`config.mk`:
```
export PLATFORM = sky130hd
export DESIGN_NAME = sic_ram
export DESIGN_NICKNAME = d
export VERILOG_FILES = /design/src/sv/sic_ram.sv
export SDC_FILE = /design/constraint.sdc
export NUM_CORES = 1
export LEC_CHECK = 0
export BUFFER_PORTS_ARGS = -buffer_cell sky130_fd_sc_hd__buf_2
export CORE_MARGIN = 1.5
export CORE_UTILIZATION = 30
export CTS_CLUSTER_DIAMETER = 80
export DETAILED_ROUTE_END_ITERATION = 10
export GPL_TIMING_DRIVEN = 0
export SLEW_MARGIN = 15
export SYNTH_ARGS = -nofsm -noshare
export SYNTH_HDL_FRONTEND = slang
export SYNTH_SLANG_ARGS = --single-unit
```
`constraint.sdc`:
```
create_clock -name clk -period 7 [get_ports clk]
set_input_delay 0.35 -clock clk [delete_from_list [all_inputs] [get_ports clk]]
set_output_delay 0.35 -clock clk [all_outputs]
set_load 0.05 [all_outputs]
```
`src/sv/sic_ram.sv`:
```
// Generic single-write, single-read synchronous RAM with registered read data.
// No dependencies.
module sic_ram #(
	parameter int WIDTH = 32,
	parameter int DEPTH = 32,
	parameter int AW    = (DEPTH > 1) ? $clog2(DEPTH) : 1
) (
	input  logic             clk,
	input  logic             we,
	input  logic [AW-1:0]    waddr,
	input  logic [WIDTH-1:0] wdata,
	input  logic [AW-1:0]    raddr,
	output logic [WIDTH-1:0] rdata
);

	logic [WIDTH-1:0] mem [DEPTH];

	always_ff @(posedge clk) begin
		if (we) begin
			mem[waddr] <= wdata;
		end
		rdata <= mem[raddr];
	end

endmodule

```
# Word level (Yosys, flattened, before mapping)
# Memory sizes are Yosys's and may differ from the RTL's. A register that Yosys moved wholly into a read port is not among the register bits.
# Index checks and enable logic that the tools add are counted.
# totals
ff_bits	0
ramBits	1024
input_bits	44
output_inout_bits	32
elab_cells	3
mem_count	1
# memory_table
memory	depth	word_bits	read_ports	rd_ports_with_merged_regs	write_ports	line_no	rtl
mem	32	32	1	1	1	16	logic [WIDTH-1:0] mem [DEPTH];
# classes
muxes	2
# op_table
cell	n
$mux 1	2

# Logic depth before layout (Yosys ltp)
# Gate-level depths: netlist (run 1).
# depth
ltp_word	2
ltp_mapped	8
ltp_nobuf	5

# Worst setup path before layout (run 1)
# OpenSTA, ideal clock, no wires.
# synth_timing
kind	input port to flip-flop
startpoint	input waddr[1]
endpoint	memory mem[12][0], enable pin
setup_ns	0.421
arrival_time_ns	2.363
required_ns	6.579
path_slack_ns	4.216
cell_stages	3
n_path_buf	1
cell_sequence	or3b_2 clkbuf_1 nor2_1
# synth_rtl
item	line_no	rtl
start, declared	10	input logic [AW-1:0] waddr,
end, declared	16	
# Straight into the memory's write port.

==> flow_summary.toml, run 1 <==
[layout]
nets = 2520
ff_latch_area_um2 = 31400
fin_cells = 4331
area_growth_pct = 17.1
utilization_pct = 35.5
final_layout_size_suffix_gt1_share_pct = 14.2
fill_cells = 12362
multi_input_area_um2 = 8580
final_cell_area_um2 = 47400

[grt]
grt_overflow = 0
antenna_found_initial = 13
grt_pass1_wl_mm = 144
track_usage_pct = 14.5
grt_start_max_net_pins = 33
grt_pass1_vias = 20785

[detailed_routing]
drt_wl_total_mm = 101
avgViaCountPerCell = 4.83
routedWlPerCell_um = 23.2
ant_nets = 0
drtIter0Drc = 1706
first_pass_iters = 8
drc_errors = 8
vias = 20905

[place]
placed_area_um2 = 44100
dp_hpwl_mm = 66.3
place_inst = 4136
dp_worst_setup_slack_ps = 4120
gp_congestion = 0.769
numPortBuffers = 74

[synthesis]
async_reset_ff_share_pct = 0
synth_area_leader_cell = "edfxtp_1"
synthXorXnorAreaFrac_pct = 0
syn_area_um2 = 40500
synth_top_family_by_area = "multiplexers"
synth.most_common_cell = "edfxtp_1"
synthMuxAreaShare_pct = 12.7
netlist-cell-type-count = 25
synthSimpleGateAreaFrac_pct = 3.10
yosysWarnings = 0
synth_top_flop_cell = "edfxtp_1"
synth_compound_area_share_pct = 4.85
synth_nets = 2304
synth_cells = 2260
synth-edff-count = 1024
synthAdderAreaFrac_pct = 0
ys_ff_latch = 1056
avgSynthCellArea_um2 = 17.9
synthTopCellsByArea = "edfxtp_1, mux2i_1, a22oi_1"
ys_seq_area_share_pct = 77.5
synth.top_cells.by_count = "edfxtp_1, mux2i_1, nand2_1, nand3_1"
yosysTopAreaCellShare_pct = 76.0

[setup_path]
critical_path_class = "primary input to flop"
worstPathRequired_ps = 7510
cp-startpoint = "raddr[3]"
cp_num_buf_inv = 3
path_cells = "buf_2 > or2_2 > clkbuf_1 > clkbuf_1 > nor3_1 > a31oi_1 > nand3_1"
worst_path_max_delay_cell = "clkbuf_1"
worstRegToRegCells = 5
cp_common_cell = "clkbuf_1"
path_delay_family = "buffers and inverters"
slowest_delay_ps = 600
worstPathMaxFanout = 10
crit_cells = 7
reg2reg_slack_ps = 5120
worst-endpoint-arrival_ps = 2670
regToRegEndpoint = "rdata[12]"
end_kind = "flop"
crit_path_end = "rdata[12]"
critPathLaunchType = "primary input"
r2r_start = "mem[7][12]"

[clocking]
cts_setup_buffers = 0
clkSlewWorstSetupHoldPaths_ps = 60
cts_max_path_buffers = 3
cts.repair.resized = 0
cts_tree = "done"
clk_root_buffer_cell = "clkbuf_16"
cts.sink_count = 1056
clock_latency_ps = 730
numCtsBuffers = 106
cts_hold_buf = 0
htree_levels = 3

[timing]
slew_headroom_pct = 30.9
fin_crit_sh_pct = 30.9
worst_slack_ps = 4840
grt_setup_unrepaired = "false"
setup_tns_ps = 0
worstMarginPinSlew_ps = 1040
period_needed_ps = 2160
hold_viol = 0
setup_viol = 0
slew_viol_final = 0
fmax_ghz = 0.462
fin_skew_ps = 44.9
timing.hold.ws_ps = 139

[floorplanning]
die_h_um = 370
core_um2 = 134000
fp.dieArea_um2 = 137000
row_count = 134
initial_core_util_pct = 30.3
ios = 76
die-width_um = 370

[power]
ir_drop_mv = 0.193
finalPower_mw = 13.3
p_per_area_nw_per_um2 = 280
p_leak_nw = 16.2

[status]
violations = "DRC"
status = "finished, violations left"

[min_path]
hold_path_class = "primary input to flop"

[run]
maxCapViolCount = 0
-- layer usage --
| metal | GRT usage (%) | vias to the layer above | wire, um |
|---|---|---|---|
| li1 | - | 9434 | - |
| met1 | 18.3 | 10671 | 41200 |
| met2 | 24.8 | 633 | 50100 |
| met3 | 3.38 | 149 | 7260 |
| met4 | 4.24 | 18 | 1990 |
| met5 | 0 | - | 108 |
-- worst min path at each step --
stage | cells past startpoint | endpoint | slack [ps] | startpoint
floorplan | 0 | mem[0][0] | 450 | wdata[0]
global placement | 4 | rdata[26] | 640 | mem[10][26]
detailed placement | 4 | rdata[27] | 650 | mem[10][27]
CTS | 1 | mem[11][31] | 90 | wdata[31]
global route | 1 | mem[13][31] | 150 | wdata[31]
finish | 1 | mem[9][28] | 140 | wdata[28]
-- layout make-up --
class | instances | area share, %
clock inverter | 60 | 1.20
tap | 1768 | 4.66
sequential | 1056 | 66.2
multi-input combinational | 1077 | 18.1
clock buffer | 134 | 5.81
timing repair buffer | 108 | 2.45
buffer | 127 | 1.59
antenna | 1 | 0.00528
-- registers in the layout, summed over array words and instances (netlist names) --
| signal | flops |
|---|---|
| mem | 1024 |
| rdata | 32 |
-- logic make-up (layout without fill, tap and decap cells) --
family,after synthesis,after routing
AO/OA/AOI/OAI,288,288
other,0,1
multiplexers,512,512
flip-flops,1056,1056
AND/OR/NAND/NOR,277,277
buffers and inverters,127,429
-- cells in the final DEF, fill, tap and decap left out, types with 33 or more instances in the layout --
cell       instances
edfxtp_1        1024
mux2i_1          512
clkbuf_16        106
buf_2            100
nand2_1           98
nand3_1           98
a22oi_1           96
a21oi_1           96
clkbuf_1          74
a22o_1            64
buf_4             33
-- power by group --
group | switching, mW | internal (mW)
Clock | 2.43 | 3.00
Combinational | 0.577 | 0.227
Sequential | 0.0210 | 7.03
Total | 3.02 | 10.3
No activity file was read; power rests on OpenSTA's default activity.
==> inputs of run 2 (changes only) <==
- clock period: 7 -> 2.1 ns (I/O delays scaled with it)
==> flow_summary.toml, run 2 (same netlist as run 1, synthesis figures left out) <==
[status]
status = "finished, violations left"
violations = "DRC"

[layout]
utilization_pct = 35.7
area_growth_pct = 17.8
nets = 2550
fin_cells = 4352
final_common_cell = "edfxtp_1"
reg_top3 = "mem (1024), rdata (32)"
largest_register_ffs = 1024
final_layout_size_suffix_gt1_share_pct = 14.2
largest_register = "mem"
layout_common_cells = "edfxtp_1, mux2i_1, clkbuf_16"
final_cell_area_um2 = 47700

[power]
p_per_area_nw_per_um2 = 929
ir_drop_mv = 0.643
p_sw_share_pct = 22.5
switching_power_mw = 9.98
p_leak_nw = 16.4
intPower_mw = 34.3
sequentialPowerShare_pct = 53.0
power_frac_clock_pct = 40.8
combPwrFrac_pct = 6.2

[detailed_routing]
ant_nets = 0
vias = 20856
routedWlPerCell_um = 23.0
first_pass_iters = 9
drt_wl_total_mm = 99.9
drtIter0Drc = 1885
drc_errors = 12
avgViaCountPerCell = 4.79

[clocking]
cts_max_path_buffers = 3
cts_tree = "done"
cts_setup_buffers = 0
htree_levels = 3
cts.sink_count = 1056
clkSlewWorstSetupHoldPaths_ps = 60
numCtsBuffers = 105
clk_root_buffer_cell = "clkbuf_16"
clock_latency_ps = 720

[grt]
antenna_found_initial = 7
grt_overflow = 0
grt_start_max_net_pins = 33
track_usage_pct = 14.5
grt_pass1_wl_mm = 144
grt_pass1_vias = 21172

[timing]
worst_slack_ps = 106
slew_viol_final = 0
setup_tns_ps = 0
fin_skew_ps = 39.2
fin_crit_sh_pct = 94.9
worstMarginPinSlew_ps = 1100
grt_setup_unrepaired = "false"
setup_viol = 0
hold_viol = 0
period_needed_ps = 1990
slew_headroom_pct = 26.6
fmax_ghz = 0.502

[setup_path]
end_kind = "flop"
path_cells = "buf_2 > and2b_1 > buf_4 > clkbuf_1 > a22oi_1 > a31oi_1 > nand3_1"
critical_path_class = "primary input to flop"
worstPathRequired_ps = 2560
worst_path_max_delay_cell = "a31oi_1"
worstPathMaxFanout = 10
worst-endpoint-arrival_ps = 2450
slowest_delay_ps = 600
critPathLaunchType = "primary input"

[place]
place_inst = 4135
dp_worst_setup_slack_ps = -533
dp_hpwl_mm = 67.0
placed_area_um2 = 44100
gp_congestion = 0.761
numPortBuffers = 74

[run]
maxCapViolCount = 0

[floorplanning]
initial_core_util_pct = 30.3
core_um2 = 134000
die-width_um = 370
fp.dieArea_um2 = 137000
die_h_um = 370
row_count = 134
ios = 76

[min_path]
hold_path_class = "primary input to flop"
## run 2: changes by cell type in the layout (fill, tap and decap cells not counted), sizes merged
cell | previous run | this run
clkbuf | 182 | 173
buf | 187 | 186
bufinv | 5 | 7
clkinv | 47 | 39
dlygate4sd3 | 0 | 32
inv | 5 | 8
clkinvlp | 3 | 5
## run 2: what timing repair did
| item | CTS | global route |
|---|---|---|
| gates resized for setup | 0 | 1 |
| endpoints found under the hold margin | 1006 | 0 |
| endpoints found under the setup margin | 0 | 1 |
| hold buffers | 32 | 0 |
## run 2: path summary, 6_finish.rpt
path / from / end / slack [ps] / cells after the start
min: raddr[4] / rdata[31] / 170 / 5
max reg2reg: mem[5][11] / rdata[11] / 160 / 5
min reg2reg: mem[26][6] / rdata[6] / 650 / 4
max: raddr[2] / rdata[11] / 110 / 7
## run 2: worst max-delay path, delay by kind of cell
kind,cells,cell delay (ps)
AND/OR/NAND/NOR,2,600
buffers and inverters,3,930
AO/OA/AOI/OAI,2,800
## run 2: stage by stage
stage / hold slack (ps) / power [mW]
final: 174 / 44.3
after global placement: 577 / 26.6
after CTS: 130 / 44.7
after detailed placement: 576 / 26.7
after global routing: 212 / 45.6
after floorplan: 204 / 25.5
## run 2: final cells by class
| class | count | area (um2) |
|---|---|---|
| tap | 1768 | 2210 |
| sequential | 1056 | 31400 |
| timing repair buffer | 139 | 1470 |
| clock buffer | 125 | 2700 |
| multi-input combinational | 1077 | 8590 |
| buffer | 127 | 753 |
| clock inverter | 59 | 572 |
| fill | 12385 | 85900 |
| antenna | 1 | 2.50 |
## run 2: metal layers
layer,vias up,wire (um),global-route usage [%]
met1,10615,41100,18.2
met2,613,49800,24.9
met4,8,2580,4.81
met5,-,57,0
met3,149,6350,2.71
li1,9471,-,-
## run 2: power by group through the flow
stage	clock network (mW)	logic (mW)	registers (mW)
global placement	0	2.61	24.0
global route	19.2	2.91	23.5
floorplan	0	1.21	24.2
CTS	18.4	2.76	23.5
detailed placement	0	2.70	23.9
finish	18.1	2.73	23.5
